## config.mk

```make
export PLATFORM = sky130hd
export DESIGN_NAME = modbus_meter_read_master
export DESIGN_NICKNAME = d
export VERILOG_FILES = /design/src/sv/mbm_pkg.sv /design/src/sv/mbm_frame_chk.sv /design/src/sv/modbus_meter_read_master.sv
export SDC_FILE = /design/constraint.sdc
export NUM_CORES = 1
export LEC_CHECK = 0
export ABC_AREA = 1
export BUFFER_PORTS_ARGS = -buffer_cell sky130_fd_sc_hd__buf_2
export CAP_MARGIN = 10
export CORE_ASPECT_RATIO = 0.75
export CORE_UTILIZATION = 45
export DETAILED_ROUTE_END_ITERATION = 8
export PLACE_DENSITY_LB_ADDON = 0.15
export SLEW_MARGIN = 20
export SYNTH_ARGS = -nofsm -noshare
export SYNTH_HDL_FRONTEND = slang
export SYNTH_SLANG_ARGS = --single-unit
```

## constraint.sdc

```tcl
create_clock -name aclk -period 9.3 [get_ports aclk]
set_clock_uncertainty 0.1 [all_clocks]
set_input_delay 0.465 -clock aclk [delete_from_list [all_inputs] [get_ports aclk]]
set_output_delay 0.465 -clock aclk [all_outputs]
set_load 0.1 [all_outputs]
```

## src/sv/mbm_pkg.sv

```systemverilog
// Shared types, codes, CRC and register address helpers for the Modbus meter read master.
package mbm_pkg;

    // Stream and configuration port widths
    localparam int S_TDATA_W   = 16;
    localparam int S_TUSER_W   = 2;
    localparam int M_TDATA_W   = 48;
    localparam int M_TDATA_PAD = 6;
    localparam int CFG_IDX_W   = 1;
    localparam int CFG_DATA_W  = 8;

    // Input item kinds (s_tuser)
    localparam logic [1:0] OP_START   = 2'd0;
    localparam logic [1:0] OP_RX_BYTE = 2'd1;
    localparam logic [1:0] OP_TIMEOUT = 2'd2;

    // Result kinds (m_tuser)
    localparam logic KIND_TX      = 1'b0;
    localparam logic KIND_OUTCOME = 1'b1;

    // Outcome status codes
    localparam logic [1:0] ST_OK      = 2'd0;
    localparam logic [1:0] ST_CRC_ERR = 2'd1;
    localparam logic [1:0] ST_NO_RESP = 2'd2;

    // Configuration register indexes
    localparam logic [CFG_IDX_W-1:0] REG_DEV_ADDR   = 1'b0;
    localparam logic [CFG_IDX_W-1:0] REG_METER_KIND = 1'b1;

    // Modbus constants
    localparam logic [15:0] CRC_INIT          = 16'hFFFF;
    localparam logic [15:0] CRC_POLY          = 16'hA001;
    localparam logic [7:0]  FUNC_READ_INPUT   = 8'h04;
    localparam logic [7:0]  FUNC_READ_HOLDING = 8'h03;
    localparam logic [2:0]  Q_ENERGY          = 3'd5;
    localparam logic [8:0]  FIXED_FRAME_LEN   = 9'd10;
    localparam logic [8:0]  COUNTED_OVERHEAD  = 9'd5;

    // Receive frame tracking state
    typedef struct packed {
        logic [15:0] crc;
        logic [8:0]  pos;
        logic [8:0]  flen;
        logic [31:0] data;
        logic [7:0]  first_crc;
    } frame_t;

    // Per-byte check outcome
    typedef struct packed {
        logic       done;
        logic [1:0] status;
    } chk_res_t;

    // One byte through CRC-16/MODBUS, bit by bit
    function automatic logic [15:0] crc16_byte(input logic [15:0] crc_in,
                                               input logic [7:0]  b);
        logic [15:0] c;
        c = crc_in ^ {8'h00, b};
        for (int i = 0; i < 8; i++) begin
            c = c[0] ? ((c >> 1) ^ CRC_POLY) : (c >> 1);
        end
        return c;
    endfunction

    // Register address for a quantity code
    function automatic logic [15:0] reg_address(input logic kind, input logic [2:0] q);
        logic [15:0] a;
        a = 16'h0000;
        if (kind) begin
            case (q)
                3'd0:    a = 16'h0A00;
                3'd1:    a = 16'h0B00;
                3'd2:    a = 16'h0800;
                3'd3:    a = 16'h0900;
                3'd4:    a = 16'h0D00;
                3'd5:    a = 16'h0100;
                3'd6:    a = 16'h0C00;
                default: a = 16'h0000;
            endcase
        end else begin
            case (q)
                3'd0:    a = 16'h0000;
                3'd1:    a = 16'h0006;
                3'd2:    a = 16'h000C;
                3'd3:    a = 16'h0018;
                3'd4:    a = 16'h0046;
                3'd5:    a = 16'h0156;
                3'd6:    a = 16'h001E;
                default: a = 16'h0000;
            endcase
        end
        return a;
    endfunction

endpackage

```

## src/sv/mbm_frame_chk.sv

```systemverilog
// Per-byte reply frame check: address/function match, CRC, data capture, end of frame.
module mbm_frame_chk (
    input  logic            k1,
    input  logic [7:0]      dev_addr,
    input  logic [7:0]      func,
    input  mbm_pkg::frame_t frame_in,
    input  logic [7:0]      rx_byte,
    output mbm_pkg::frame_t frame_out,
    output mbm_pkg::chk_res_t res
);
    import mbm_pkg::*;

    logic [8:0]  pos;
    logic [8:0]  flen_n;
    logic [8:0]  flen_m2;
    logic [8:0]  pos_n;
    logic        flen_ok;
    logic        in_crc;
    logic        bad;
    logic        good;
    logic [15:0] crc_n;
    logic [31:0] data_n;
    logic [7:0]  first_n;

    always_comb begin
        pos     = frame_in.pos;
        bad     = ((pos == 9'd0) && (rx_byte != dev_addr)) ||
                  ((pos == 9'd1) && (rx_byte != func));
        // byte-counted frame: length known once the count byte arrives
        flen_n  = (!k1 && pos == 9'd2) ? ({1'b0, rx_byte} + COUNTED_OVERHEAD) : frame_in.flen;
        flen_ok = (flen_n >= COUNTED_OVERHEAD);
        flen_m2 = flen_n - 9'd2;
        in_crc  = (pos < 9'd3) || (flen_ok && (pos < flen_m2));
        crc_n   = in_crc ? crc16_byte(frame_in.crc, rx_byte) : frame_in.crc;

        data_n = frame_in.data;
        if (k1) begin
            case (pos)
                9'd4:    data_n[7:0]   = data_n[7:0]   | rx_byte;
                9'd5:    data_n[15:8]  = data_n[15:8]  | rx_byte;
                9'd6:    data_n[23:16] = data_n[23:16] | rx_byte;
                9'd7:    data_n[31:24] = data_n[31:24] | rx_byte;
                default: data_n = frame_in.data;
            endcase
        end else begin
            case (pos)
                9'd3:    data_n[31:24] = data_n[31:24] | rx_byte;
                9'd4:    data_n[23:16] = data_n[23:16] | rx_byte;
                9'd5:    data_n[15:8]  = data_n[15:8]  | rx_byte;
                9'd6:    data_n[7:0]   = data_n[7:0]   | rx_byte;
                default: data_n = frame_in.data;
            endcase
        end

        first_n = (flen_ok && pos == flen_m2) ? rx_byte : frame_in.first_crc;
        pos_n   = pos + 9'd1;

        // kind 1 sends the CRC high byte first
        good = k1 ? ((first_n == crc_n[15:8]) && (rx_byte == crc_n[7:0]))
                  : ((first_n == crc_n[7:0])  && (rx_byte == crc_n[15:8]));

        frame_out.crc       = crc_n;
        frame_out.pos       = pos_n;
        frame_out.flen      = flen_n;
        frame_out.data      = data_n;
        frame_out.first_crc = first_n;

        if (bad) begin
            res.done   = 1'b1;
            res.status = ST_NO_RESP;
        end else if (flen_ok && pos_n == flen_n) begin
            res.done   = 1'b1;
            res.status = good ? ST_OK : ST_CRC_ERR;
        end else begin
            res.done   = 1'b0;
            res.status = ST_OK;
        end
    end

endmodule

```

## src/sv/modbus_meter_read_master.sv

```systemverilog
// Start: request byte 0 appears the cycle after the start transaction, then one byte a cycle
// while m_tready allows; no new item is accepted until all eight request bytes are issued.
// Received byte: one per cycle unless stalled; outcome valid the cycle after the last byte.
// Timeout: missing bytes are fed as zeros through the CRC byte unit, one byte a cycle while
// m_tready allows; no further item is accepted until the frame closes.
// Reset (aresetn low, synchronous): idle, no output valid, config registers zero.
module modbus_meter_read_master (
    input  logic                           aclk,
    input  logic                           aresetn,
    input  logic                           s_tvalid,
    output logic                           s_tready,
    input  logic [mbm_pkg::S_TDATA_W-1:0]  s_tdata,   // quantity[2:0], rx_byte[10:3], zeros
    input  logic [mbm_pkg::S_TUSER_W-1:0]  s_tuser,   // opcode[1:0]
    output logic                           m_tvalid,
    input  logic                           m_tready,
    output logic [mbm_pkg::M_TDATA_W-1:0]  m_tdata,   // tx_byte[7:0], status[9:8],
                                                      // reading_bits[41:10], zeros
    output logic                           m_tuser,   // result_kind
    output logic                           m_tlast,   // last
    input  logic                           cfg_valid,
    output logic                           cfg_ready,
    input  logic [mbm_pkg::CFG_IDX_W-1:0]  cfg_index,
    input  logic [mbm_pkg::CFG_DATA_W-1:0] cfg_wdata
);
    import mbm_pkg::*;

    localparam logic [1:0] PH_IDLE  = 2'd0;
    localparam logic [1:0] PH_WAIT0 = 2'd1;
    localparam logic [1:0] PH_WAIT1 = 2'd2;

    localparam logic [2:0] TX_CRC_FIRST = 3'd6;
    localparam logic [2:0] TX_LAST      = 3'd7;

    logic [7:0]  dev_addr_reg;
    logic        meter_kind_reg;
    logic [1:0]  phase_reg,   phase_next;
    logic [7:0]  func_reg,    func_next;
    frame_t      frame_reg,   frame_next;
    logic        flush_reg,   flush_next;
    logic        tx_busy_reg, tx_busy_next;
    logic [2:0]  tx_cnt_reg,  tx_cnt_next;
    logic [15:0] tx_crc_reg,  tx_crc_next;
    logic        tx_kind_reg, tx_kind_next;
    logic [15:0] tx_raddr_reg, tx_raddr_next;
    logic [7:0]  tx_b4_reg,   tx_b4_next;
    logic [7:0]  tx_b5_reg,   tx_b5_next;
    logic                 m_tvalid_reg, m_tvalid_next;
    logic [M_TDATA_W-1:0] m_tdata_reg,  m_tdata_next;
    logic                 m_tuser_reg,  m_tuser_next;
    logic                 m_tlast_reg,  m_tlast_next;

    logic [1:0]  opcode;
    logic [2:0]  quantity;
    logic [7:0]  rx_byte;
    logic        out_free;
    logic        s_acc;
    logic        start_acc;
    logic        rx_acc;
    logic        to_acc;
    logic        flush_step;
    logic        chk_step;
    logic        tx_step;
    logic [7:0]  chk_byte;
    logic [7:0]  tx_byte;
    logic        is_energy;
    frame_t      chk_frame;
    chk_res_t    chk_res;

    assign opcode   = s_tuser;
    assign quantity = s_tdata[2:0];
    assign rx_byte  = s_tdata[10:3];

    assign out_free   = !m_tvalid_reg || m_tready;
    assign s_tready   = out_free && !tx_busy_reg && !flush_reg;
    assign s_acc      = s_tvalid && s_tready;
    assign start_acc  = s_acc && (opcode == OP_START);
    assign rx_acc     = s_acc && (opcode == OP_RX_BYTE) && (phase_reg != PH_IDLE);
    assign to_acc     = s_acc && (opcode == OP_TIMEOUT) && (phase_reg != PH_IDLE);
    assign flush_step = flush_reg && out_free;
    assign chk_step   = rx_acc || flush_step;
    assign tx_step    = tx_busy_reg && out_free;
    // missing bytes after a timeout count as zero
    assign chk_byte   = flush_reg ? 8'h00 : rx_byte;
    assign is_energy  = (quantity == Q_ENERGY);

    assign cfg_ready = 1'b1;

    mbm_frame_chk u_frame_chk (
        .k1        (phase_reg == PH_WAIT1),
        .dev_addr  (dev_addr_reg),
        .func      (func_reg),
        .frame_in  (frame_reg),
        .rx_byte   (chk_byte),
        .frame_out (chk_frame),
        .res       (chk_res)
    );

    always_comb begin
        case (tx_cnt_reg)
            3'd1:         tx_byte = func_reg;
            3'd2:         tx_byte = tx_raddr_reg[15:8];
            3'd3:         tx_byte = tx_raddr_reg[7:0];
            3'd4:         tx_byte = tx_b4_reg;
            3'd5:         tx_byte = tx_b5_reg;
            TX_CRC_FIRST: tx_byte = tx_kind_reg ? tx_crc_reg[15:8] : tx_crc_reg[7:0];
            TX_LAST:      tx_byte = tx_kind_reg ? tx_crc_reg[7:0]  : tx_crc_reg[15:8];
            default:      tx_byte = dev_addr_reg;
        endcase
    end

    always_comb begin
        phase_next    = phase_reg;
        func_next     = func_reg;
        frame_next    = frame_reg;
        flush_next    = flush_reg;
        tx_busy_next  = tx_busy_reg;
        tx_cnt_next   = tx_cnt_reg;
        tx_crc_next   = tx_crc_reg;
        tx_kind_next  = tx_kind_reg;
        tx_raddr_next = tx_raddr_reg;
        tx_b4_next    = tx_b4_reg;
        tx_b5_next    = tx_b5_reg;
        m_tvalid_next = m_tvalid_reg;
        m_tdata_next  = m_tdata_reg;
        m_tuser_next  = m_tuser_reg;
        m_tlast_next  = m_tlast_reg;

        if (start_acc) begin
            // latch the request, byte 0 (address) goes out right away
            func_next     = (meter_kind_reg && !is_energy) ? FUNC_READ_HOLDING
                                                           : FUNC_READ_INPUT;
            tx_kind_next  = meter_kind_reg;
            tx_raddr_next = reg_address(meter_kind_reg, quantity);
            tx_b4_next    = (meter_kind_reg && is_energy) ? 8'h01 : 8'h00;
            tx_b5_next    = meter_kind_reg ? 8'h01 : 8'h02;
            tx_crc_next   = crc16_byte(CRC_INIT, dev_addr_reg);
            tx_cnt_next   = 3'd1;
            tx_busy_next  = 1'b1;
            phase_next    = meter_kind_reg ? PH_WAIT1 : PH_WAIT0;
            flush_next    = 1'b0;
            frame_next.crc       = CRC_INIT;
            frame_next.pos       = 9'd0;
            frame_next.flen      = meter_kind_reg ? FIXED_FRAME_LEN : 9'd0;
            frame_next.data      = 32'd0;
            frame_next.first_crc = 8'h00;
        end else if (tx_step) begin
            if (tx_cnt_reg < TX_CRC_FIRST) begin
                tx_crc_next = crc16_byte(tx_crc_reg, tx_byte);
            end
            tx_cnt_next = tx_cnt_reg + 3'd1;
            if (tx_cnt_reg == TX_LAST) begin
                tx_busy_next = 1'b0;
            end
        end

        if (to_acc) begin
            flush_next = 1'b1;
        end

        if (chk_step) begin
            frame_next = chk_frame;
            if (chk_res.done) begin
                phase_next = PH_IDLE;
                flush_next = 1'b0;
            end
        end

        if (out_free) begin
            if (start_acc) begin
                m_tvalid_next = 1'b1;
                m_tuser_next  = KIND_TX;
                m_tlast_next  = 1'b0;
                m_tdata_next  = {{M_TDATA_PAD{1'b0}}, 32'd0, ST_OK, dev_addr_reg};
            end else if (tx_step) begin
                m_tvalid_next = 1'b1;
                m_tuser_next  = KIND_TX;
                m_tlast_next  = (tx_cnt_reg == TX_LAST);
                m_tdata_next  = {{M_TDATA_PAD{1'b0}}, 32'd0, ST_OK, tx_byte};
            end else if (chk_step && chk_res.done) begin
                m_tvalid_next = 1'b1;
                m_tuser_next  = KIND_OUTCOME;
                m_tlast_next  = 1'b1;
                m_tdata_next  = {{M_TDATA_PAD{1'b0}},
                                 (chk_res.status == ST_OK) ? chk_frame.data : 32'd0,
                                 chk_res.status, 8'h00};
            end else begin
                m_tvalid_next = 1'b0;
            end
        end
    end

    always_ff @(posedge aclk) begin
        if (!aresetn) begin
            dev_addr_reg   <= 8'h00;
            meter_kind_reg <= 1'b0;
            phase_reg      <= PH_IDLE;
            flush_reg      <= 1'b0;
            tx_busy_reg    <= 1'b0;
            tx_cnt_reg     <= 3'd0;
            m_tvalid_reg   <= 1'b0;
        end else begin
            if (cfg_valid && cfg_ready) begin
                case (cfg_index)
                    REG_DEV_ADDR:   dev_addr_reg   <= cfg_wdata;
                    REG_METER_KIND: meter_kind_reg <= cfg_wdata[0];
                    default:        dev_addr_reg   <= dev_addr_reg;
                endcase
            end
            phase_reg    <= phase_next;
            flush_reg    <= flush_next;
            tx_busy_reg  <= tx_busy_next;
            tx_cnt_reg   <= tx_cnt_next;
            m_tvalid_reg <= m_tvalid_next;
        end
    end

    always_ff @(posedge aclk) begin
        func_reg     <= func_next;
        frame_reg    <= frame_next;
        tx_crc_reg   <= tx_crc_next;
        tx_kind_reg  <= tx_kind_next;
        tx_raddr_reg <= tx_raddr_next;
        tx_b4_reg    <= tx_b4_next;
        tx_b5_reg    <= tx_b5_next;
        m_tdata_reg  <= m_tdata_next;
        m_tuser_reg  <= m_tuser_next;
        m_tlast_reg  <= m_tlast_next;
    end

    assign m_tvalid = m_tvalid_reg;
    assign m_tdata  = m_tdata_reg;
    assign m_tuser  = m_tuser_reg;
    assign m_tlast  = m_tlast_reg;

endmodule

```

[Word level (Yosys, flattened, before mapping)]
Index checks and enable logic that the tools add are counted.
Operators by class
  magnitude comparators: 4
  eq/ne operators: 31
  reductions and logical operators: 47
  multiplexer cells: 77
  add/subtract/negate cells: 4
  bitwise operators: 33
Operator list (number)
  16-bit 2-to-1 mux: 29
  74-bit 2-to-1 mux: 2
  8-bit 2-to-1 mux: 13
  12-bit one-hot mux with 7 select lines: 1
  2-bit NOT with 3-bit output: 24
  32-bit 2-to-1 mux: 2
  8-bit one-hot mux with 7 select lines: 1
  9-bit one-hot mux with 6 select lines: 1
  42-bit 2-to-1 mux: 1
  9-bit by 3-bit == test with 1-bit output, second input constant: 4
  8-bit == test: 4
  8-bit OR: 4
  16-bit by 8-bit bitwise XOR with 16-bit output: 2
  3-bit == test, second input constant: 7
  1-bit logical AND: 21
  9-bit by 2-bit == test with 1-bit output, second input constant: 2
  9-bit == test: 2
  1-bit 2-to-1 mux: 17
  8-bit != test: 2
  8-bit NOT with 16-bit output: 1
  3-bit by 2-bit == test with 1-bit output, second input constant: 4
  2-bit 2-to-1 mux: 5
  2-bit AND reduction: 5
  2-bit nonzero test: 5
  23 further kinds: 37
Word-level totals
  bits in registers: 192
  input bits: 32
  logic and storage cells: 219

[Longest topological paths before layout]
Gate-level depths: netlist of run 1.
  word-level depth: 30
  depth in mapped cells: 37
  depth with buffers taken out: 35

[Hierarchy]
A second synthesis of run 1 with hierarchy kept.
Unflattened totals
  cells, all modules: 1315
  area total of the unflattened synthesis: 10608.9 um^2
By module, submodules not included
  modbus_meter_read_master: instances 1, sequential area each 4784.6 um^2, area each 7437.1 um^2, cells an instance 720
  mbm_frame_chk: instances 1, sequential area each 0.0 um^2, area each 3171.8 um^2, cells an instance 595

[Least setup slack after synthesis of run 1]
No wires, ideal clock.
  kind: reg2reg
  from: register m_tvalid_reg (netlist: m_tvalid)
  to: register frame_reg[0] in the netlist's numbering (enable)
  path buffers: 2
  arrival: 5.343 ns
  setup slack: 3.423 ns
  setup time: 0.434 ns
  cell stages (with the launch flop): 11
  path through: dfxtp_1 > inv_1 > nor2_1 > nor3_1 > nand2_1 > inv_1 > nand4_1 > o21a_1 > clkbuf_1 > clkbuf_1 > nand2_1
Between the ends
  word-level cells in the longest chain between the ends: 9
  elaborated cells between the ends (all ways): 11
  those cells by class: reduce/logical: 11
RTL lines
  start, declared: RTL line modbus_meter_read_master.sv:47  | logic m_tvalid_reg, m_tvalid_next;
  start signal, assigned: RTL line modbus_meter_read_master.sv:213  | m_tvalid_reg <= m_tvalid_next;
  1-bit logical NOT (*): RTL line modbus_meter_read_master.sv:73  | assign out_free = !m_tvalid_reg || m_tready;
  1-bit logical OR (*): RTL line modbus_meter_read_master.sv:73
  1-bit logical AND (*) (2 in series): RTL line modbus_meter_read_master.sv:74  | assign s_tready = out_free && !tx_busy_reg && !flush_reg;
  via s_tready: RTL line modbus_meter_read_master.sv:11  | output logic s_tready,
  1-bit logical AND (*): RTL line modbus_meter_read_master.sv:75  | assign s_acc = s_tvalid && s_tready;
  1-bit logical AND (2 in series): RTL line modbus_meter_read_master.sv:77  | assign rx_acc = s_acc && (opcode == OP_RX_BYTE) && (phase_reg != PH_IDLE);
  1-bit logical OR: RTL line modbus_meter_read_master.sv:80  | assign chk_step = rx_acc || flush_step;
  2-bit nonzero test (no line) (*)
  end signal, assigned: RTL line modbus_meter_read_master.sv:219  | frame_reg <= frame_next;
  end, declared: RTL line modbus_meter_read_master.sv:38  | frame_t frame_reg, frame_next;
The timed path passes the listed nets; every way through them passes the cells marked *.
A chain may end at the register's enable or synchronous reset.

[Final worst setup path of run 1]
  from: register phase_reg[0]
  to: register m_tdata_reg[11] (netlist: m_tdata[11]), data pin
Between the ends
  word-level cells in the longest chain between the ends: 18
  elaborated cells between the ends (all ways): 29
  those cells by class: add/sub: 1; order compare: 2; eq/ne: 7; mux: 10; reduce/logical: 9
RTL lines
  start, declared: RTL line modbus_meter_read_master.sv:36  | logic [1:0] phase_reg, phase_next;
  start signal, assigned: RTL line modbus_meter_read_master.sv:209  | phase_reg <= phase_next;
  2-bit == test (*): RTL line modbus_meter_read_master.sv:89  | .k1 (phase_reg == PH_WAIT1),
  1-bit logical NOT: RTL line mbm_frame_chk.sv:30  | flen_n = (!k1 && pos == 9'd2) ? ({1'b0, rx_byte} + COUNTED_OVERHEAD) : frame_in.flen;
  1-bit logical AND: RTL line mbm_frame_chk.sv:30
  9-bit 2-to-1 mux: RTL line mbm_frame_chk.sv:30
  9-bit by 2-bit subtractor with 9-bit output: RTL line mbm_frame_chk.sv:32  | flen_m2 = flen_n - 9'd2;
  9-bit less-than comparator: RTL line mbm_frame_chk.sv:33  | in_crc = (pos < 9'd3) || (flen_ok && (pos < flen_m2));
  1-bit logical AND: RTL line mbm_frame_chk.sv:33
  1-bit logical OR: RTL line mbm_frame_chk.sv:33
  (+2 left out)
  1-bit logical AND, on equally long branches: RTL line mbm_frame_chk.sv:60, mbm_frame_chk.sv:59
  1-bit 2-to-1 mux: RTL line mbm_frame_chk.sv:59  | good = k1 ? ((first_n == crc_n[15:8]) && (rx_byte == crc_n[7:0]))
  1-bit 2-to-1 mux: RTL line mbm_frame_chk.sv:73  | res.status = good ? ST_OK : ST_CRC_ERR;
  3-bit 2-to-1 mux: RTL line mbm_frame_chk.sv:71  | end else if (flen_ok && pos_n == flen_n) begin
  3-bit 2-to-1 mux: RTL line mbm_frame_chk.sv:68  | if (bad) begin
  2-bit logical NOT: RTL line modbus_meter_read_master.sv:184  | (chk_res.status == ST_OK) ? chk_frame.data : 32'd0,
  32-bit 2-to-1 mux (*): RTL line modbus_meter_read_master.sv:184
  42-bit 2-to-1 mux (*): RTL line modbus_meter_read_master.sv:179  | end else if (chk_step && chk_res.done) begin
  end signal, assigned: RTL line modbus_meter_read_master.sv:225  | m_tdata_reg <= m_tdata_next;
  end, declared: RTL line modbus_meter_read_master.sv:48  | logic [M_TDATA_W-1:0] m_tdata_reg, m_tdata_next;
Mark *: on every way between the ends. The rest lies on a longest branch, timed or not. The select of a mux whose other input is x is not followed.

==> run_results.csv, run 1 <==
group,metric,value,unit
worst_setup_path,path_buf_inv,5,
floorplan,io_pins,85,
logic_synthesis,synth_area_leaders,"edfxtp_1 44%, nand2_1 9.5%, nand3_1 5.4%",
floorplan,start_util,0.4581,
worst_setup_path,cp_slowest_stage_delay,800,ps
worst_setup_path,cp-start-kind,"flop",
logic_synthesis,netlist.area_leader.share,0.4411,
detailed_routing,wire_per_inst,17.67,µm
sta,fmax,146.5,MHz
sta,slew_violations,0,
cts,postCtsSetupBuffers,0,
logic_synthesis,ys_warn_count,0,
hold_path,hold_class,"in -> reg",
grt,grt_usage,0.2458,
cts,cts_buffers,17,
sta,finalCritPeriodShare,0.7342,
detailed_routing,viasPerCell,5.411,
floorplan,die_w,174.8,µm
outcome,status,"completed",
worst_setup_path,cpMostUsedCell,"nand2_1",
finish,final_area,0.01121,mm²
floorplan,rows,47,
cts,cts_resized,0,
cts,h-tree-depth,4,
logic_synthesis,syn_area,0.01007,mm²
logic_synthesis,ys_seq_area_frac,0.4749,
power_and_ir_drop,p_comb_frac,0.224,
finish,final_common_cell,"nand2_1",
worst_setup_path,worst-path-max-fanout,32,
placement,placed_cells,1529,
finish,layout_common_cells,"253 x nand2_1, 148 x edfxtp_1, 125 x nor2_1",
placement,gp_congestion,0.9071,
run,max_cap_viol_count,0,
power_and_ir_drop,total_power,2.088,mW
sta,layout_setup_ws,2472,ps
worst_setup_path,cp.required,9360,ps
grt,overflow,0,
power_and_ir_drop,power_density,186.3,mW/mm²
placement,place_hpwl,19.10,mm
finish,areaGrowthSynthToFinish,11.26,%
finish,nets,1307,
power_and_ir_drop,ir_drop,0.1099,mV
grt,grt_pass1_wl,43.17,mm
detailed_routing,first_iter_violations,840,
worst_setup_path,cp-end-kind,"flop",
logic_synthesis,ys_ff_latch,165,
finish,diodes,0,
detailed_routing,postRouteAntennaNets,0,
power_and_ir_drop,p_leak,4.705,nW
finish,post-route-util,0.5097,
sta,fin_tns_setup,0,ps
detailed_routing,drc,0,
grt,antenna_found_initial,0,
grt,grt_pass1_vias,7600,
sta,slew_headroom,0.2605,
power_and_ir_drop,p_int,1.400,mW
cts,cts_tree,"built",
sta,worst_slew_pin_slew,1107,ps
finish,drive_above_1_share,0.1665,
sta,finalCriticalPeriod,6828,ps
detailed_routing,drt-pass1-iter-count,5,
detailed_routing,drt-total-wl,27.59,mm
floorplan,core_area,0.02199,mm²
logic_synthesis,yosysTopAreaCell,"edfxtp_1",
grt,grt_start_max_net_pins,75,
logic_synthesis,yosysUniqueCellTypes,48,
power_and_ir_drop,power.share.clock,0.350,
placement,dp_slack,2548,ps
power_and_ir_drop,p_sw_frac,0.3295,
power_and_ir_drop,pwr-share-seq,0.425,
worst_setup_path,worst_ep_arrival_time,6890,ps
worst_setup_path,path_delay_family,"simple AND/OR/NAND/NOR gates",
finish,fillers,2114,
finish,largest_register_ffs,74,
cts,clk_latency,440,ps
power_and_ir_drop,p_switching,0.6880,mW
placement,portBuffers,72,
cts,cts_hold_buf,0,
floorplan,dieArea,0.02300,mm²
sta,finalSetupViolations,0,
worst_setup_path,critPathKind,"reg -> reg",
cts,clockBufferDepth,2,
cts,cts.sinks,165,
sta,worst_hold_slack,154.6,ps
worst_setup_path,critPathSlowestCell,"nor2_1",
logic_synthesis,syn_inst,1196,
detailed_routing,num_vias,8447,
sta,rsz0062_at_grt,"no",
cts,clkSlewWorstSetupHoldPaths,70,ps
finish,fin_cells,1561,
logic_synthesis,avgSynthCellArea,8.424,µm²
cts,cts_root_buf,"clkbuf_16",
floorplan,die_h,131.6,µm
placement,placed_cell_area,0.01062,mm²
sta,finalHoldViolCount,0,
-- synth_stat cells, drive strengths merged --
| cell type | n |
|---|---|
| a211oi | 2 |
| a21oi | 61 |
| a221oi | 1 |
| a311oi | 16 |
| a31o | 1 |
| a31oi | 4 |
| and3 | 2 |
| buf | 22 |
| clkbuf | 26 |
| clkinv | 5 |
| conb | 2 |
| dfxtp | 17 |
| edfxtp | 148 |
| ha | 21 |
| inv | 120 |
| nand2 | 285 |
| nand3 | 115 |
| nand3b | 4 |
| nand4 | 13 |
| nor2 | 166 |
| nor3 | 23 |
| nor4 | 5 |
| o2111ai | 1 |
| o211ai | 5 |
| o21a | 2 |
| o21ai | 61 |
| o21bai | 1 |
| o221ai | 1 |
| o22ai | 8 |
| o41ai | 2 |
| or2 | 5 |
| xnor2 | 6 |
| xor2 | 45 |
-- power by group through the flow --
stage               combinational, mW  clock [mW]  sequential [mW]
floorplan                       0.277           0            0.989
global placement                0.461           0            0.903
detailed placement              0.465           0            0.903
CTS                             0.466       0.741            0.887
global route                    0.512       0.763            0.892
finish                          0.469       0.732            0.888
-- layer usage --
| layer | GRT usage | vias to the layer above | routed length, µm |
|---|---|---|---|
| li1 | - | 4142 | - |
| met2 | 0.3490 | 295 | 11710 |
| met1 | 0.3775 | 3979 | 13230 |
| met4 | 0.06522 | 0 | 427 |
| met5 | 0 | - | 0 |
| met3 | 0.04745 | 31 | 2218 |
-- final cells by class --
class | instances | area, µm² | area share
clock buffer | 19 | 432.9 | 0.03862
timing repair buffer | 82 | 435.4 | 0.03884
tap | 294 | 367.9 | 0.03282
inverter | 125 | 474.2 | 0.04230
sequential | 165 | 4785 | 0.4268
multi-input combinational | 863 | 4559 | 0.4067
clock inverter | 13 | 155.1 | 0.01384
-- final timing paths --
kind              slack, ps                            to                     from  depth (start not counted)
hold / removal          150  dev_addr_reg[1]$_SDFFE_PN0P_             cfg_wdata[1]                          3
setup reg to reg       2470     m_tdata[11]$_SDFFCE_PP0P_  phase_reg[0]$_SDFF_PN0_                         30
hold reg to reg         380       phase_reg[0]$_SDFF_PN0_  phase_reg[0]$_SDFF_PN0_                          2
setup / recovery       2470     m_tdata[11]$_SDFFCE_PP0P_  phase_reg[0]$_SDFF_PN0_                         30
-- logic make-up after synthesis --
kind of cell / count (synthesis) / share of synthesized area
AO/OA/AOI/OAI: 166 / 0.09501
XOR/XNOR: 51 / 0.04434
adder cells (fa/ha/maj): 21 / 0.02608
buffers and inverters: 173 / 0.07613
flip-flops: 165 / 0.4749
other: 2 / 0.0007454
AND/OR/NAND/NOR: 618 / 0.2828
-- worst min-delay path: stages --
cell and delay [ps]:
buf_2 80, nor2_1 40, nor2_1 80
Power figures use the tool's default switching activity.
==> inputs of run 2 (changes only) <==
Settings changed: ABC_AREA 1 to 0.
Clock period 9.3 ns to 6.85 ns, I/O delays scaled along.
==> run_results.csv, run 2 <==
group,metric,value,unit
hold_path,hold_class,"in -> reg",
cts,cts.sinks,165,
logic_synthesis,synth_area_leaders,"edfxtp_1 43%, xnor2_1 6.1%, nor2_1 4.5%",
cts,cts_buffers,17,
sta,finalSetupViolations,0,
floorplan,die_h,132.8,µm
detailed_routing,drt-total-wl,27.74,mm
grt,grt_pass1_wl,43.15,mm
sta,worst_hold_slack,51.28,ps
worst_setup_path,cp_slowest_stage_delay,490,ps
floorplan,io_pins,85,
logic_synthesis,synthArstFlopShare,0,
logic_synthesis,synthFlopType,"edfxtp_1",
finish,final_common_cell,"edfxtp_1",
cts,clockBufferDepth,2,
placement,place_hpwl,19.70,mm
sta,finalCriticalPeriod,6462,ps
sta,slew_violations,0,
sta,rsz0062_at_grt,"no",
detailed_routing,viasPerCell,5.777,
detailed_routing,drc,0,
logic_synthesis,syn_area,0.01027,mm²
detailed_routing,postRouteAntennaNets,0,
logic_synthesis,ys_warn_count,0,
power_and_ir_drop,power.share.clock,0.334,
worst_setup_path,cp.required,7070,ps
finish,largest_register_ffs,74,
finish,areaGrowthSynthToFinish,12.27,%
sta,finalCritPeriodShare,0.9434,
cts,cts_root_buf,"clkbuf_16",
sta,finalHoldViolCount,0,
power_and_ir_drop,p_comb_frac,0.239,
finish,layout_common_cells,"148 x edfxtp_1, 123 x nor2_1, 73 x nand2_1",
finish,nets,1121,
power_and_ir_drop,p_switching,0.9228,mW
logic_synthesis,yosysMostFrequentCell,"edfxtp_1",
logic_synthesis,netlist_top_cells_count,"148 x edfxtp_1, 123 x nor2_1, 74 x nand2_1",
grt,grt_usage,0.2454,
cts,postCtsSetupBuffers,0,
sta,fmax,154.7,MHz
placement,dp_slack,399.1,ps
sta,slew_headroom,0.2845,
cts,cts_tree,"built",
worst_setup_path,r2r_slack,390,ps
sta,layout_setup_ws,387.8,ps
grt,overflow,0,
cts,cts_hold_buf,0,
worst_setup_path,worst-path-max-fanout,25,
finish,multi_input_area,0.005122,mm²
cts,cts_resized,0,
detailed_routing,first_iter_violations,650,
cts,clk_latency,450,ps
finish,fillers,2047,
outcome,status,"completed",
power_and_ir_drop,power_density,249.8,mW/mm²
finish,drive_above_1_share,0.1565,
floorplan,rows,47,
logic_synthesis,yosysUniqueCellTypes,82,
worst_setup_path,path_buf_inv,2,
worst_setup_path,worst_ep_arrival_time,6680,ps
power_and_ir_drop,ir_drop,0.1749,mV
worst_setup_path,critPathKind,"reg -> reg",
floorplan,start_util,0.4621,
floorplan,core_area,0.02223,mm²
cts,h-tree-depth,4,
logic_synthesis,yosysTopAreaCell,"edfxtp_1",
floorplan,die_w,176.5,µm
finish,seq_area,0.004785,mm²
run,max_cap_viol_count,0,
logic_synthesis,avgSynthCellArea,10.15,µm²
logic_synthesis,ys_seq_area_frac,0.4658,
placement,gp_congestion,0.9254,
power_and_ir_drop,p_sw_frac,0.3204,
logic_synthesis,netlist.area_leader.share,0.4327,
power_and_ir_drop,pwr-share-seq,0.426,
grt,antenna_found_initial,1,
power_and_ir_drop,p_leak,4.174,nW
sta,worst_slew_pin_slew,1073,ps
placement,placed_cell_area,0.01094,mm²
detailed_routing,num_vias,7944,
grt,grt_pass1_vias,7377,
grt,grt_start_max_net_pins,75,
worst_setup_path,path_cells,"nor4_4, nand4_1, buf_4, nor3_1, o21ai_0, nor3_2, nor3b_1, xor2_1, ha_1, or3_1, o32a_1, a211oi_2, nor4_1, a211o_1, a2111oi_2, nand4_1, o41ai_4, buf_4, o21a_1",
sta,fin_tns_setup,0,ps
worst_setup_path,path_delay_family,"compound AO/OA/AOI/OAI gates",
logic_synthesis,synth_edf_count,148,
placement,portBuffers,72,
detailed_routing,drt-pass1-iter-count,5,
logic_synthesis,ys_ff_latch,165,
worst_setup_path,cp-start-kind,"flop",
power_and_ir_drop,p_int,1.957,mW
cts,clkSlewWorstSetupHoldPaths,70,ps
detailed_routing,wire_per_inst,20.17,µm
logic_synthesis,syn_inst,1012,
finish,final_area,0.01153,mm²
worst_setup_path,cp-end-kind,"flop",
floorplan,dieArea,0.02344,mm²
worst_setup_path,critPathSlowestCell,"edfxtp_1",
[run 2: cell types whose count changed after synthesis, moves of 26 or more]
cell,change
inv_1,-87
xnor2_1,+66
o21a_1,+36
mux2i_1,+29
nand2_2,-26
nor2_2,-36
nand3_1,-96
nand2_1,-181
[run 2: area by class of cell]
class,instances,area share
multi-input cells,760,0.4442
flip-flops and latches,165,0.4149
repair buffers,101,0.05122
clock buffers,17,0.03689
well taps,294,0.03190
clock inverters,14,0.01313
inverters,23,0.007487
diodes,1,0.0002170
[run 2: power groups by stage]
stage	sequential [mW]	clock, mW	combinational, mW
final	1.23	0.963	0.689
after global routing	1.23	1.02	0.751
after CTS	1.23	0.981	0.686
after detailed placement	1.25	0	0.681
after global placement	1.25	0	0.674
after floorplan	1.35	0	0.443
[run 2: routing by layer]
layer | global-route usage | up-vias | wire, µm
li1 | - | 3794 | -
met4 | 0.07280 | 0 | 376
met3 | 0.05948 | 28 | 2145
met5 | 0 | - | 0
met2 | 0.3266 | 283 | 11200
met1 | 0.3846 | 3839 | 14010
[run 2: logic make-up after synthesis]
logic type / synth area share
adder cells (fa/ha/maj): 0.02558
AND/OR/NAND/NOR: 0.1682
other: 0.0007312
XOR/XNOR: 0.1007
buffers and inverters: 0.04044
AO/OA/AOI/OAI: 0.1669
flip-flops: 0.4658
multiplexers: 0.03155
[run 2: worst paths after layout]
path                                                  start                      endpoint  cells after the start
worst max-delay path            frame_reg[57]$_SDFFCE_PP0P_     m_tdata[14]$_SDFFCE_PP0P_                     19
worst max register to register  frame_reg[57]$_SDFFCE_PP0P_     m_tdata[14]$_SDFFCE_PP0P_                     19
worst min-delay path                           cfg_wdata[1]  dev_addr_reg[1]$_SDFFE_PN0P_                      3
worst min register to register      phase_reg[1]$_SDFF_PN0_       phase_reg[1]$_SDFF_PN0_                      2
[run 2: per-stage QoR]
step           utilization  std cells  power (mW)
3_5_place_dp        0.4923       1343       1.930
6_report            0.5187       1375       2.880
2_1_floorplan            -       1017       1.789
3_3_place_gp        0.4922       1343       1.922
4_1_cts             0.5182       1374       2.893
5_1_grt             0.5187       1375       3.000
[run 2: worst register-to-register path: cells and delay by family, from the launching register on]
family | cells | cell delay [ps]
AOI/OAI and AO/OA | 7 | 2470
and+or+nand+nor | 8 | 2340
buffers and inverters | 2 | 600
DFF | 1 | 490
adders and majority gates | 1 | 220
xor gates and xnor gates | 1 | 110
==> inputs of run 3 (changes only) <==
Settings changed: SYNTH_HIERARCHICAL set to 1.
==> run_results.csv, run 3 <==
group,metric,value,unit
logic_synthesis,ys_seq_area_frac,0.4788,
logic_synthesis,avgSynthCellArea,10.87,µm²
cts,cts_root_buf,"clkbuf_16",
finish,largest_register_ffs,74,
detailed_routing,drc,0,
cts,h-tree-depth,4,
logic_synthesis,ys_warn_count,6,
detailed_routing,viasPerCell,5.264,
finish,areaGrowthSynthToFinish,12.58,%
finish,multi_input_area,0.004792,mm²
hold_path,hp-start,"cfg_wdata[4]",
worst_setup_path,cp-start-kind,"flop",
logic_synthesis,synth_area_leaders,"edfxtp_1 44%, xnor2_1 7.4%, and2_1 5.7%",
worst_setup_path,cp_slowest_stage_delay,460,ps
sta,finalSetupViolations,0,
finish,seq_area,0.004785,mm²
cts,clk_latency,440,ps
detailed_routing,drt-total-wl,23.08,mm
worst_setup_path,critPathKind,"reg -> reg",
sta,slew_violations,0,
finish,diodes,0,
floorplan,core_area,0.02147,mm²
logic_synthesis,syn_inst,919,
logic_synthesis,synth_top_family_by_area,"simple AND/OR/NAND/NOR gates",
grt,antenna_found_initial,0,
detailed_routing,first_iter_violations,508,
floorplan,die_w,174.1,µm
worst_setup_path,cpMostUsedCell,"buf_4",
logic_synthesis,yosys.area_share.simple,0.1670,
logic_synthesis,synth_xor_area_frac,0.1188,
worst_setup_path,r2r-end,"m_tdata[11]$_SDFFCE_PP0P_",
cts,clockBufferDepth,2,
floorplan,rows,46,
logic_synthesis,yosysMostFrequentCell,"edfxtp_1",
worst_setup_path,worst-path-max-fanout,32,
sta,slew_headroom,0.3330,
grt,grt_pass1_wl,36.16,mm
cts,cts_tree,"built",
detailed_routing,wire_per_inst,18.00,µm
placement,gp_congestion,0.8676,
sta,worst_hold_slack,61.08,ps
worst_setup_path,cp.depth,24,
logic_synthesis,ys_ff_latch,165,
sta,fmax,162.3,MHz
sta,rsz0062_at_grt,"no",
cts,cts_hold_buf,0,
cts,cts.sinks,165,
run,max_cap_viol_count,0,
logic_synthesis,synthFlopType,"edfxtp_1",
logic_synthesis,netlist_top_cells_count,"148 x edfxtp_1, 91 x and2_1, 84 x xnor2_1",
power_and_ir_drop,ir_drop,0.1327,mV
logic_synthesis,netlist.area_leader.share,0.4447,
cts,cts_buffers,17,
placement,portBuffers,72,
detailed_routing,num_vias,6749,
hold_path,hold_class,"in -> reg",
logic_synthesis,syn_area,0.009993,mm²
floorplan,io_pins,85,
finish,drive_above_1_share,0.1640,
grt,grt_usage,0.2105,
outcome,status,"completed",
worst_setup_path,path_buf_inv,4,
finish,fillers,1922,
worst_setup_path,timing.rr.start,"frame_reg[49]$_SDFFCE_PP0P_",
worst_setup_path,cp-end-kind,"flop",
logic_synthesis,synth_adder_area_share,0.02504,
grt,overflow,0,
sta,worst_slew_pin_slew,998.5,ps
logic_synthesis,synth_compound_area_frac,0.1010,
finish,final_area,0.01125,mm²
logic_synthesis,synth_edf_count,148,
sta,finalCriticalPeriod,6162,ps
power_and_ir_drop,p_leak,4.363,nW
finish,nets,1033,
floorplan,die_h,131.1,µm
worst_setup_path,critPathSlowestCell,"nand3_1",
worst_setup_path,r2r_slack,690,ps
worst_setup_path,path_delay_family,"simple AND/OR/NAND/NOR gates",
sta,finalHoldViolCount,0,
placement,placed_cell_area,0.01062,mm²
worst_setup_path,critPathCapture,"m_tdata[11]$_SDFFCE_PP0P_",
logic_synthesis,yosysTopAreaCell,"edfxtp_1",
cts,postCtsSetupBuffers,0,
floorplan,dieArea,0.02281,mm²
sta,finalCritPeriodShare,0.8996,
worst_setup_path,crit_start,"frame_reg[49]$_SDFFCE_PP0P_",
detailed_routing,drt-pass1-iter-count,5,
worst_setup_path,cp.required,7050,ps
worst_setup_path,path_cells,"inv_1, ha_1, nor2b_1, nand3_1, mux2i_2, buf_4, nand3_1, a21boi_0, ha_1, a211o_1, o211ai_1, a21oi_1, a311oi_2, o22ai_4, buf_4, mux2i_1, xor2_1, nor4_1, nand4_1, nor3_2, nor4b_2, nor3_2, buf_4, and2_1",
placement,place_hpwl,16.25,mm
logic_synthesis,yosysUniqueCellTypes,71,
worst_setup_path,r2r_cells,24,
cts,cts_resized,0,
logic_synthesis,synthArstFlopShare,0,
power_and_ir_drop,power_density,257.0,mW/mm²
hold_path,min_path_cells,3,
finish,final_common_cell,"edfxtp_1",
power_and_ir_drop,total_power,2.891,mW
finish,layout_common_cells,"148 x edfxtp_1, 91 x and2_1, 84 x xnor2_1",
worst_setup_path,worst_ep_arrival_time,6360,ps
floorplan,start_util,0.4655,
detailed_routing,postRouteAntennaNets,0,
cts,clkSlewWorstSetupHoldPaths,80,ps
grt,grt_start_max_net_pins,62,
sta,fin_tns_setup,0,ps
grt,grt_pass1_vias,6230,
logic_synthesis,synthMuxAreaShare,0.05972,
-- run 3: cell count changes after synthesis, moves of 10 or more --
cell      delta
a21oi_1     -34
xnor2_1     +12
nand2_1     -18
nor2_1      -85
nand2b_1    -10
or3_1       +10
o21a_1      -37
and2_1      +78
inv_1       +23
a21o_1      +32
mux2i_1     +12
-- run 3: metrics by stage --
step / utilization / instances / worst slack (ps)
floorplan: - / 929 / 1521
global placement: 0.4946 / 1250 / 781.4
detailed placement: 0.4946 / 1250 / 698.8
CTS: 0.5238 / 1282 / 679.2
global route: 0.5241 / 1282 / 7.216
finish: 0.5241 / 1282 / 687.8
-- run 3: cell families (layout without fill, tap and decap cells) --
group | Yosys count | in the layout
AOI/OAI and AO/OA | 145 | 145
xor gates and xnor gates | 125 | 125
adders and majority gates | 20 | 20
buffers and inverters | 105 | 170
DFF | 165 | 165
muxes | 55 | 55
other | 2 | 12
and+or+nand+nor | 302 | 302
-- run 3: power breakdown --
part / switching [mW] / total [mW] / leakage (nW) / internal (mW)
sequential: 0.0436 / 1.22 / 1.49 / 1.18
clock: 0.477 / 0.978 / 0.302 / 0.501
combinational: 0.422 / 0.689 / 2.58 / 0.268
-- run 3: how the worst min path moves through the flow --
stage / to / slack (ps)
finish: dev_addr_reg[4]$_SDFFE_PN0P_ / 60
global route: dev_addr_reg[4]$_SDFFE_PN0P_ / 50
CTS: dev_addr_reg[4]$_SDFFE_PN0P_ / 40
detailed placement: phase_reg[1]$_SDFF_PN0_ / 360
global placement: phase_reg[1]$_SDFF_PN0_ / 350
floorplan: tx_b5_reg[0]$_DFFE_PP_ / 310
-- run 3: worst min-delay path, stage by stage --
cell     delay (ps)
buf_2            70
mux2i_1          50
nor2b_1          90
-- run 3: metal layers --
metal	vias up	part of all wire	track usage
li1	3337	-	-
met4	0	0.0058	0.04799
met5	-	0	0
met1	3216	0.54	0.3336
met3	10	0.051	0.03460
met2	186	0.40	0.2955
-- run 3: cell type report --
| type | instances | area share |
|---|---|---|
| Clock buffer | 17 | 0.03781 |
| Clock inverter | 15 | 0.01790 |
| Inverter | 45 | 0.01501 |
| Multi-Input combinational cell | 659 | 0.4259 |
| Sequential cell | 165 | 0.4253 |
| Tap cell | 288 | 0.03203 |
| Timing Repair Buffer | 93 | 0.04604 |
